--- config.mk ---
export PLATFORM = sky130hd
export DESIGN_NAME = mini_sha16_hash_engine_core
export DESIGN_NICKNAME = d
export VERILOG_FILES = /design/src/rtl/msha_pkg.sv /design/src/rtl/msha_compress.sv /design/src/rtl/mini_sha16_hash_engine_core.sv
export SDC_FILE = /design/constraint.sdc
export NUM_CORES = 2
export LEC_CHECK = 0
export CAP_MARGIN = 20
export CORE_ASPECT_RATIO = 1.1
export CORE_MARGIN = 1
export CORE_UTILIZATION = 55
export DETAILED_ROUTE_END_ITERATION = 7
export DONT_BUFFER_PORTS = 1
export PLACE_DENSITY = 0.77
export SYNTH_ARGS = -nofsm -noshare
export SYNTH_HDL_FRONTEND = slang
export SYNTH_SLANG_ARGS = --single-unit
--- constraint.sdc ---
create_clock -name clock -period 12.5 [get_ports clock]
set_input_delay 1.875 -clock clock [delete_from_list [all_inputs] [get_ports clock]]
set_output_delay 1.875 -clock clock [all_outputs]
set_load 0.01 [all_outputs]
--- src/rtl/msha_pkg.sv ---
// ----------------------------------------------------------------------------
// msha_pkg
// Shared types, constants and round functions for the 16-bit hash engine.
// ----------------------------------------------------------------------------
package msha_pkg;

   // Block geometry and the round count.
   localparam int WORDS_PER_BLOCK = 8;
   localparam int BYTES_PER_BLOCK = 16;
   localparam int ROUNDS          = 32;

   // Padding constants.
   localparam logic [7:0] PAD_BYTE  = 8'h80;
   localparam logic [3:0] LEN_SPLIT = 4'd14;

   // Eight 16-bit words, index 0 first.
   typedef logic [WORDS_PER_BLOCK-1:0][15:0] word_array_type;

   // Commands from the sequencer to the compression unit.
   typedef struct packed {
      logic start;
      logic reinit;
   } msha_cmd_type;

   // Initial chaining value.
   function automatic logic [15:0] init_word(input logic [2:0] idx);
      logic [15:0] w;
      case (idx)
         3'd0:    w = 16'h6a09;
         3'd1:    w = 16'hbb67;
         3'd2:    w = 16'h3c6e;
         3'd3:    w = 16'ha54f;
         3'd4:    w = 16'h510e;
         3'd5:    w = 16'h9b05;
         3'd6:    w = 16'h1f83;
         default: w = 16'h5be0;
      endcase
      return w;
   endfunction

   // Round constant table.
   function automatic logic [15:0] round_const(input logic [4:0] idx);
      logic [15:0] k;
      case (idx)
         5'd0:    k = 16'h428a;
         5'd1:    k = 16'h7137;
         5'd2:    k = 16'hb5c0;
         5'd3:    k = 16'he9b5;
         5'd4:    k = 16'h3956;
         5'd5:    k = 16'h59f1;
         5'd6:    k = 16'h923f;
         5'd7:    k = 16'hab1c;
         5'd8:    k = 16'hd807;
         5'd9:    k = 16'h1283;
         5'd10:   k = 16'h2431;
         5'd11:   k = 16'h550c;
         5'd12:   k = 16'h72be;
         5'd13:   k = 16'h80de;
         5'd14:   k = 16'h9bdc;
         5'd15:   k = 16'hc19b;
         5'd16:   k = 16'he49b;
         5'd17:   k = 16'hefbe;
         5'd18:   k = 16'h0fc1;
         5'd19:   k = 16'h240c;
         5'd20:   k = 16'h2de9;
         5'd21:   k = 16'h4a74;
         5'd22:   k = 16'h5cb0;
         5'd23:   k = 16'h76f9;
         5'd24:   k = 16'h983e;
         5'd25:   k = 16'ha831;
         5'd26:   k = 16'hb003;
         5'd27:   k = 16'hbf59;
         5'd28:   k = 16'hc6e0;
         5'd29:   k = 16'hd5a7;
         5'd30:   k = 16'h06ca;
         default: k = 16'h1429;
      endcase
      return k;
   endfunction

   // Rotate a 16-bit word right by a fixed amount.
   function automatic logic [15:0] ror16(input logic [15:0] v, input int n);
      return (v >> n) | (v << (16 - n));
   endfunction

   function automatic logic [15:0] big_sig0(input logic [15:0] v);
      return ror16(v, 1) ^ ror16(v, 6) ^ ror16(v, 11);
   endfunction

   function automatic logic [15:0] big_sig1(input logic [15:0] v);
      return ror16(v, 3) ^ ror16(v, 5) ^ ror16(v, 12);
   endfunction

   function automatic logic [15:0] small_sig0(input logic [15:0] v);
      return ror16(v, 3) ^ ror16(v, 7) ^ (v >> 1);
   endfunction

   function automatic logic [15:0] small_sig1(input logic [15:0] v);
      return ror16(v, 8) ^ ror16(v, 9) ^ (v >> 5);
   endfunction

endpackage

--- src/rtl/msha_compress.sv ---
// ----------------------------------------------------------------------------
// msha_compress
// Iterative compression unit: one shared round datapath used for 32 rounds,
// followed by the feed-forward add into the chaining state.
// ----------------------------------------------------------------------------
module msha_compress (
   input  logic                    clock,
   input  logic                    reset,
   input  msha_pkg::msha_cmd_type  cmd,
   input  msha_pkg::word_array_type msg_words,
   output logic                    done,
   output msha_pkg::word_array_type chain_words
);

   msha_pkg::word_array_type chain_ff, chain_in;
   msha_pkg::word_array_type work_ff, work_in;
   msha_pkg::word_array_type sched_ff, sched_in;
   logic [4:0] round_ff, round_in;
   logic       busy_ff, busy_in;
   logic       fin_ff, fin_in;

   logic [15:0] w_new, w_cur, t1, ne, na, ch, maj;

   // Shared round datapath. From round 8 on, the schedule is a shift line holding W[t-8..t-1].
   always_comb begin
      w_new = msha_pkg::small_sig1(sched_ff[6]) + sched_ff[4]
            + msha_pkg::small_sig0(sched_ff[1]) + sched_ff[0];
      w_cur = (round_ff[4:3] == 2'd0) ? sched_ff[0] : w_new;
      ch    = (work_ff[4] & work_ff[5]) ^ (~work_ff[4] & work_ff[6]);
      maj   = (work_ff[0] & work_ff[1]) ^ (work_ff[0] & work_ff[2])
            ^ (work_ff[1] & work_ff[2]);
      t1    = work_ff[7] + msha_pkg::big_sig1(work_ff[4]) + ch
            + msha_pkg::round_const(round_ff) + w_cur;
      ne    = t1 + work_ff[3];
      na    = t1 + msha_pkg::big_sig0(work_ff[0]) + maj;
   end

   // Sequencing of load, rounds and final add.
   always_comb begin
      chain_in = chain_ff;
      work_in  = work_ff;
      sched_in = sched_ff;
      round_in = round_ff;
      busy_in  = busy_ff;
      fin_in   = 1'b0;
      if (cmd.start) begin
         work_in  = chain_ff;
         sched_in = msg_words;
         round_in = 5'd0;
         busy_in  = 1'b1;
      end else if (busy_ff) begin
         for (int i = 0; i < msha_pkg::WORDS_PER_BLOCK - 1; i++) begin
            sched_in[i] = sched_ff[i+1];
         end
         sched_in[msha_pkg::WORDS_PER_BLOCK-1] = w_cur;
         work_in[7] = work_ff[6];
         work_in[6] = work_ff[5];
         work_in[5] = work_ff[4];
         work_in[4] = ne;
         work_in[3] = work_ff[2];
         work_in[2] = work_ff[1];
         work_in[1] = work_ff[0];
         work_in[0] = na;
         round_in   = round_ff + 5'd1;
         if (round_ff == 5'(msha_pkg::ROUNDS - 1)) begin
            busy_in = 1'b0;
            fin_in  = 1'b1;
         end
      end
      if (fin_ff) begin
         for (int i = 0; i < msha_pkg::WORDS_PER_BLOCK; i++) begin
            chain_in[i] = chain_ff[i] + work_ff[i];
         end
      end
      if (cmd.reinit) begin
         for (int i = 0; i < msha_pkg::WORDS_PER_BLOCK; i++) begin
            chain_in[i] = msha_pkg::init_word(3'(i));
         end
      end
   end

   // Control state and the chaining value are reset; working data is not.
   always_ff @(posedge clock) begin
      if (reset) begin
         round_ff <= 5'd0;
         busy_ff  <= 1'b0;
         fin_ff   <= 1'b0;
         for (int i = 0; i < msha_pkg::WORDS_PER_BLOCK; i++) begin
            chain_ff[i] <= msha_pkg::init_word(3'(i));
         end
      end else begin
         round_ff <= round_in;
         busy_ff  <= busy_in;
         fin_ff   <= fin_in;
         chain_ff <= chain_in;
      end
   end

   always_ff @(posedge clock) begin
      work_ff  <= work_in;
      sched_ff <= sched_in;
   end

   assign done        = fin_ff;
   assign chain_words = chain_ff;

endmodule

--- src/rtl/mini_sha16_hash_engine_core.sv ---
// A byte that does not fill a block is absorbed directly; one that fills it stalls the
// input while the block is compressed (start, 32 rounds, final add).
// An end-of-message item raises rsp_valid once the padded block, an extra length block
// where needed and any block its byte fills are compressed; eight words follow, one per unstalled cycle.
// Throughput: one round a cycle on the shared datapath.
// Reset (synchronous) loads the initial chaining value and clears counts.
// ----------------------------------------------------------------------------
// mini_sha16_hash_engine_core
// Byte packing, padding sequencer and digest output around the shared
// compression unit.
// ----------------------------------------------------------------------------
module mini_sha16_hash_engine_core (
   input  logic        clock,
   input  logic        reset,
   input  logic        req_valid,
   output logic        req_stall,
   input  logic [7:0]  req_data_byte,
   input  logic        req_byte_valid,
   input  logic        req_end_of_message,
   output logic        rsp_valid,
   input  logic        rsp_stall,
   output logic [15:0] rsp_digest_word,
   output logic [2:0]  rsp_word_index,
   output logic        rsp_last_word
);

   // Sequencer states.
   localparam logic [3:0] S_IDLE  = 4'd0;
   localparam logic [3:0] S_BLKGO = 4'd1;
   localparam logic [3:0] S_WAITB = 4'd2;
   localparam logic [3:0] S_PAD   = 4'd3;
   localparam logic [3:0] S_PADGO = 4'd4;
   localparam logic [3:0] S_WAITP = 4'd5;
   localparam logic [3:0] S_LEN   = 4'd6;
   localparam logic [3:0] S_LENGO = 4'd7;
   localparam logic [3:0] S_WAITL = 4'd8;
   localparam logic [3:0] S_EMIT  = 4'd9;

   logic [3:0]  state_ff, state_in;
   logic [3:0]  fill_ff, fill_in;
   logic [15:0] bit_length_ff, bit_length_in;
   logic        eom_ff, eom_in;
   logic [2:0]  idx_ff, idx_in;
   logic [msha_pkg::BYTES_PER_BLOCK-1:0][7:0] store_ff, store_in;

   msha_pkg::msha_cmd_type   cmd;
   msha_pkg::word_array_type msg_words;
   msha_pkg::word_array_type chain_words;
   logic                     comp_done;
   logic                     req_acc, rsp_acc;

   assign req_acc = req_valid && !req_stall;
   assign rsp_acc = rsp_valid && !rsp_stall;

   // Pack the block bytes big-endian into words.
   always_comb begin
      for (int i = 0; i < msha_pkg::WORDS_PER_BLOCK; i++) begin
         msg_words[i] = {store_ff[2*i], store_ff[2*i+1]};
      end
   end

   msha_compress u_compress (
      .clock       (clock),
      .reset       (reset),
      .cmd         (cmd),
      .msg_words   (msg_words),
      .done        (comp_done),
      .chain_words (chain_words)
   );

   // Sequencer: absorb bytes, pad, append the length and emit the digest.
   always_comb begin
      state_in      = state_ff;
      fill_in       = fill_ff;
      bit_length_in = bit_length_ff;
      eom_in        = eom_ff;
      idx_in        = idx_ff;
      store_in      = store_ff;
      cmd           = '0;
      unique case (state_ff)
         S_IDLE: begin
            if (req_acc) begin
               eom_in = req_end_of_message;
               if (req_byte_valid) begin
                  store_in[fill_ff] = req_data_byte;
                  bit_length_in     = bit_length_ff + 16'd8;
                  fill_in           = fill_ff + 4'd1;
                  if (fill_ff == 4'(msha_pkg::BYTES_PER_BLOCK - 1)) begin
                     state_in = S_BLKGO;
                  end else if (req_end_of_message) begin
                     state_in = S_PAD;
                  end
               end else if (req_end_of_message) begin
                  state_in = S_PAD;
               end
            end
         end
         S_BLKGO: begin
            cmd.start = 1'b1;
            state_in  = S_WAITB;
         end
         S_WAITB: begin
            if (comp_done) begin
               state_in = eom_ff ? S_PAD : S_IDLE;
            end
         end
         S_PAD: begin
            for (int i = 0; i < msha_pkg::BYTES_PER_BLOCK; i++) begin
               if (5'(i) == {1'b0, fill_ff}) begin
                  store_in[i] = msha_pkg::PAD_BYTE;
               end else if (5'(i) > {1'b0, fill_ff}) begin
                  store_in[i] = 8'h00;
               end
            end
            state_in = S_PADGO;
         end
         S_PADGO: begin
            if (fill_ff >= msha_pkg::LEN_SPLIT) begin
               cmd.start = 1'b1;
               state_in  = S_WAITP;
            end else begin
               state_in = S_LEN;
            end
         end
         S_WAITP: begin
            if (comp_done) begin
               store_in = '0;
               state_in = S_LEN;
            end
         end
         S_LEN: begin
            store_in[msha_pkg::BYTES_PER_BLOCK-2] = bit_length_ff[15:8];
            store_in[msha_pkg::BYTES_PER_BLOCK-1] = bit_length_ff[7:0];
            state_in = S_LENGO;
         end
         S_LENGO: begin
            cmd.start = 1'b1;
            state_in  = S_WAITL;
         end
         S_WAITL: begin
            if (comp_done) begin
               idx_in   = 3'd0;
               state_in = S_EMIT;
            end
         end
         S_EMIT: begin
            if (rsp_acc) begin
               idx_in = idx_ff + 3'd1;
               if (idx_ff == 3'(msha_pkg::WORDS_PER_BLOCK - 1)) begin
                  cmd.reinit    = 1'b1;
                  fill_in       = 4'd0;
                  bit_length_in = 16'd0;
                  eom_in        = 1'b0;
                  state_in      = S_IDLE;
               end
            end
         end
         default: begin
            state_in = S_IDLE;
         end
      endcase
   end

   // Control registers.
   always_ff @(posedge clock) begin
      if (reset) begin
         state_ff      <= S_IDLE;
         fill_ff       <= 4'd0;
         bit_length_ff <= 16'd0;
         eom_ff        <= 1'b0;
         idx_ff        <= 3'd0;
      end else begin
         state_ff      <= state_in;
         fill_ff       <= fill_in;
         bit_length_ff <= bit_length_in;
         eom_ff        <= eom_in;
         idx_ff        <= idx_in;
      end
   end

   // Block byte store needs no reset.
   always_ff @(posedge clock) begin
      store_ff <= store_in;
   end

   // Handshake and result item.
   assign req_stall       = (state_ff != S_IDLE);
   assign rsp_valid       = (state_ff == S_EMIT);
   assign rsp_digest_word = chain_words[idx_ff];
   assign rsp_word_index  = idx_ff;
   assign rsp_last_word   = (idx_ff == 3'(msha_pkg::WORDS_PER_BLOCK - 1));

`ifndef SYNTHESIS
   // A byte that completes a block hands over to the compression start.
   a_block_full: assert property (@(posedge clock) disable iff (reset)
      req_acc && req_byte_valid && fill_ff == 4'd15 |=> state_ff == S_BLKGO && fill_ff == 4'd0)
      else $error("full block did not start compression");

   // The compression unit only finishes while the sequencer waits for it.
   a_done_wait: assert property (@(posedge clock) disable iff (reset)
      comp_done |-> state_ff == S_WAITB || state_ff == S_WAITP || state_ff == S_WAITL)
      else $error("compression finished outside a wait state");

   // After the last digest item the message state is cleared.
   a_run_end: assert property (@(posedge clock) disable iff (reset)
      rsp_acc && rsp_last_word |=> state_ff == S_IDLE && fill_ff == 4'd0
                                   && bit_length_ff == 16'd0)
      else $error("message state not cleared after digest");
`endif

endmodule

Yosys cells after proc, flatten, opt, wreduce, memory -nomap -nowiden
Memories as Yosys holds them, arrays and structs flattened. A register that Yosys moved wholly into a read port is not among the register bits.
Index checks and enable logic that the tools add are counted.
W data, S select, Z words.
{"block": "op_classes", "add_sub_neg": 22, "n_mul": 0, "n_div": 0, "n_lt_le_gt_ge": 19, "eq_ne": 50, "shifts": 0, "muxes": 84, "bitwise_logic": 28, "reduce_logical": 38}
{"cell": "$mux W128", "count": 7}
{"cell": "$pmux W112 S3", "count": 1}
{"cell": "$add A16 B16 Y16", "count": 18}
{"cell": "$mux W8", "count": 32}
{"cell": "$xor A16 B16 Y16", "count": 9}
{"cell": "$bwmux W128", "count": 1}
{"cell": "$mux W16", "count": 6}
{"cell": "$reduce_and A5 Y1", "count": 17}
{"cell": "$and A16 B16 Y16", "count": 5}
{"cell": "$pmux W16 S4", "count": 1}
{"cell": "$bmux W16 S3", "count": 1}
{"cell": "$ne A3 B3 Y1 const B", "count": 15}
{"cell": "$mux W4", "count": 11}
{"cell": "$pmux W4 S10", "count": 1}
{"cell": "$demux W8 S4", "count": 1}
{"cell": "$eq A4 B4 Y1 const A", "count": 8}
{"cell": "$gt A4 B4 Y1 const A", "count": 8}
{"cell": "$or A13 B16 Y16", "count": 2}
{"cell": "$pmux W16 S2", "count": 1}
{"cell": "$add A16 B4 Y16 const B", "count": 1}
{"cell": "$eq A3 B4 Y1 const A", "count": 4}
{"cell": "$eq A4 B3 Y1 const B", "count": 4}
{"cell": "$gt A3 B4 Y1 const A", "count": 4}
{"cell": "$not A16 Y16", "count": 1}
{"cell": "other kinds (48)", "count": 82}
{"block": "totals", "ff_bits": 547, "latch_bits": 0, "ram_bits": 0, "rom_bits": 512, "output_inout_bits": 22, "n_memories": 1}
{"memory": "(name not given)", "depth": 32, "word_bits": 16, "read_ports": 1, "rd_clocked_by_memory_dff": 1, "wr": 0, "line": "msha_pkg.sv:44", "rtl": "case (idx)"}

Logic depth before layout (Yosys ltp)
{"block": "logic_depth", "word_depth": 12, "depth_mapped": 34, "depth_no_buf": 34}

Hierarchy
From an unflattened synthesis, not the netlist that was laid out.
{"block": "unflattened", "hier_cells": 3544, "hier_area_um2": 36498.8}
{"module": "msha_compress", "n_inst": 1, "cells_each": 2681, "area_each_um2": 27873.0}
{"module": "mini_sha16_hash_engine_core", "n_inst": 1, "cells_each": 863, "area_each_um2": 8625.8}

Worst setup path before layout
OpenSTA, ideal clock, no wires.
{"block": "synth_timing", "path_type": "flip-flop to flip-flop", "start": "register fill_ff[1]", "end": "register u_compress.sched_ff[0] (netlist bit) (enable)", "setup_ns": 0.664, "arrival_time_ns": 7.354, "t_required_ns": 11.836, "slack_ns": 4.482, "stages_incl_launch_ff": 8, "path_buffers": 3, "period_less_slack_ns": 8.018, "path_cell_list": "dfxtp_1 clkbuf_1 nand3_1 a2bb2oi_1 or2_1 clkbuf_1 clkbuf_1 nand2b_1"}
{"block": "synth_between", "elab_chain_cells": 4}
{"item": "start, declared", "line": "mini_sha16_hash_engine_core.sv:40", "rtl": "logic [3:0] fill_ff, fill_in;"}
{"item": "start signal, assigned", "line": "mini_sha16_hash_engine_core.sv:174", "rtl": "fill_ff <= fill_in;"}
{"item": "$ge A4 B4 Y1", "line": "mini_sha16_hash_engine_core.sv:118", "rtl": "if (fill_ff >= msha_pkg::LEN_SPLIT) begin"}
{"item": "$mux W1", "line": "mini_sha16_hash_engine_core.sv:118"}
{"item": "$pmux W1 S2", "line": "mini_sha16_hash_engine_core.sv:80", "rtl": "unique case (state_ff)"}
{"item": "$reduce_bool A2 Y1 (no source line)"}
{"item": "end signal, assigned", "line": "msha_compress.sv:101", "rtl": "sched_ff <= sched_in;"}
{"item": "end, declared", "line": "msha_compress.sv:17", "rtl": "msha_pkg::word_array_type sched_ff, sched_in;"}
Every way passes these cells.
A chain may end at the register's enable or synchronous reset.

==> impl_metrics.json <==
{
  "status": "complete, no violations",
  "ff2ff_path_depth": 32,
  "crit_top_cell": "fa_1",
  "required_ns": 12.86,
  "setup_violations": 0,
  "slew_headroom_pct": 24.8,
  "yosys_register_bits": 560,
  "cpLargestDelayFamily": "adder cells",
  "min_path_type": "flop to flop",
  "hold_violations": 0,
  "critPathLaunchType": "flop",
  "fmax_ghz": 0.115,
  "tightest_slew_ns": 1.13,
  "wl_um": 100000,
  "drive_gt1_share_pct": 5.57,
  "fin_ws_ns": 3.81,
  "rsz0062_at_grt": "false",
  "ys_warn_count": 0,
  "hpwl_um": 70700,
  "insertion_delay_ns": 0.64,
  "htreeDepth": 2,
  "ys_top_cells_by_area": "edfxtp_1, nand2_1, dfxtp_1",
  "finalCritPeriodShare_pct": 69.5,
  "io_pins": 36,
  "slowest_delay_ns": 0.69,
  "drt_iter0_drc": 2758,
  "dr_total_vias": 28500,
  "die_w_um": 246,
  "syn_avg_cell_area_sq_um": 9.21,
  "dieArea_sq_mm": 0.0665,
  "hold_path_depth": 2,
  "grt_overflow": 0,
  "area_growth_syn_to_layout_pct": 7.43,
  "tritoncts": "built",
  "post_drt_wl_per_cell_um": 21.2,
  "slowest_stage": "o41ai_1",
  "synth_seq_area_share_pct": 41.8,
  "synthesis.area_sq_mm": 0.0360,
  "grt_pass1_wl_um": 154000,
  "post_cts_buffers": 0,
  "antenna_cells": 0,
  "critPathArrivalTime_ns": 9.05,
  "path_class": "flop to flop",
  "first_pass_iters": 6,
  "vias_per_cell": 6.03,
  "cts_hold_buffers": 0,
  "ys_async_sr_fraction_pct": 0,
  "holdWs_ns": 0.479,
  "cp_max_fo": 5,
  "synthFlopType": "edfxtp_1",
  "groute.usage.overall_pct": 29.8,
  "antenna_found_initial": 0,
  "clock_tree.root_cell": "clkbuf_16",
  "synth_cell_types": 85,
  "r2r_slack_ns": 3.81,
  "cts_buffer_depth": 3,
  "dpl_worst_slack_ns": 3.86,
  "cp_num_buf_inv": 3,
  "synth_commonest_cells": "nand2_1, edfxtp_1, a21oi_1, nor2_1, inv_1",
  "rows": 98,
  "dieHeight_um": 270,
  "fin_skew_ns": 0.0205,
  "finalCriticalPeriod_ns": 8.69,
  "drtAntennaViolNets": 0,
  "synth_top_area_share_pct": 32.0,
  "gp_congestion": 0.922,
  "drv_slew": 0,
  "cp.depth": 32,
  "fin_setup_tns_ns": 0,
  "cts-resized-gates": 0,
  "nNetsFinal": 4135,
  "synth_edf_count": 384,
  "syn_inst": 3914,
  "cap_violations": 0,
  "synth.most_common_cell": "nand2_1",
  "port-buffer-count": 0,
  "synth_top_cell_by_area": "edfxtp_1",
  "syn-num-nets": 4224,
  "grt_pass1_vias": 27600,
  "drc_errors": 0,
  "fin_util_pct": 59.7,
  "core_area_sq_mm": 0.0649,
  "end_kind": "flop",
  "grt_start_max_net_pins": 97,
  "path_clk_slew_ns": 0.06,
  "cts_sinks": 560,
  "start_util_pct": 55.5,
  "cts_buffers": 61
}
## per-layer routing
layer	up-vias	share of wire (%)	GRT usage [%]
met4	0	5.1	14.0
met2	1232	49	51.0
met3	272	7.3	4.66
met5	-	0	0
met1	13600	38	36.7
li1	13400	-	-
## sequential cells by signal (all words and copies together), names as in the netlist, named ones only
signal / count
u_compress.round_ff: 5
rsp_word_index: 3
msg_words: 128
state_ff: 4
bit_length_ff: 13
u_compress.work_ff: 128
eom_ff: 1
fill_ff: 4
u_compress.chain_words: 128
u_compress.done: 1
u_compress.sched_ff: 128
u_compress.busy_ff: 1
## stage by stage
step | cells | instance area (sq um)
finish | 4727 | 38700
CTS | 4725 | 38700
floorplan | 3914 | 36000
global route | 4727 | 38700
detailed placement | 4610 | 36700
global placement | 4610 | 36700
## layout by cell type, fill, tap and decap left out, drive strengths merged, types with 8 or more instances in the layout
cell type	count
a211oi	28
a21boi	15
a21o	57
a21oi	300
a22o	15
a311oi	10
a31oi	17
and2	17
and3	19
buf	36
clkbuf	79
clkinv	31
dfxtp	176
edfxtp	384
fa	99
ha	197
inv	204
maj3	10
mux2	21
mux2i	71
mux4	33
nand2	955
nand2b	20
nand3	106
nand3b	8
nand4	19
nor2	225
nor2b	28
nor3	57
o211ai	18
o21ai	195
o21bai	10
o31ai	15
or3	41
xnor2	168
xor2	90
## tightest hold or removal path, cell delays in order, from the launching register on
cell and delay (ns):
dfxtp_1 0.32, nand3_1 0.06, a21oi_1 0.06
## path summary, 6_finish.rpt
| path | from | end |
|---|---|---|
| worst max-delay path | u_compress.sched_ff[107] | u_compress.work_ff[15] |
| worst min-delay path | eom_ff | eom_ff |
| worst max register to register | u_compress.sched_ff[107] | u_compress.work_ff[15] |
| worst min register to register | eom_ff | eom_ff |
## final cells by class
cell class	count	area (sq um)
clock buffer	79	1710
clock inverter	36	279
fill	5465	26200
inverter	203	762
multi-input combinational	2963	19500
sequential	560	15100
tap	850	1060
timing repair buffer	36	288
## cell families after synthesis
family | count (synthesis) | share of synthesized area (%)
buf+inv | 391 | 4.08
mux | 125 | 4.69
flops | 560 | 41.8
simple gates | 1520 | 17.8
fa+ha+maj | 306 | 12.6
xor+xnor | 261 | 6.46
compound gates | 751 | 12.6
Power is left out: the tool's default activity adds up to more than one toggle a clock period on the data nets, which glitch-free logic cannot reach.
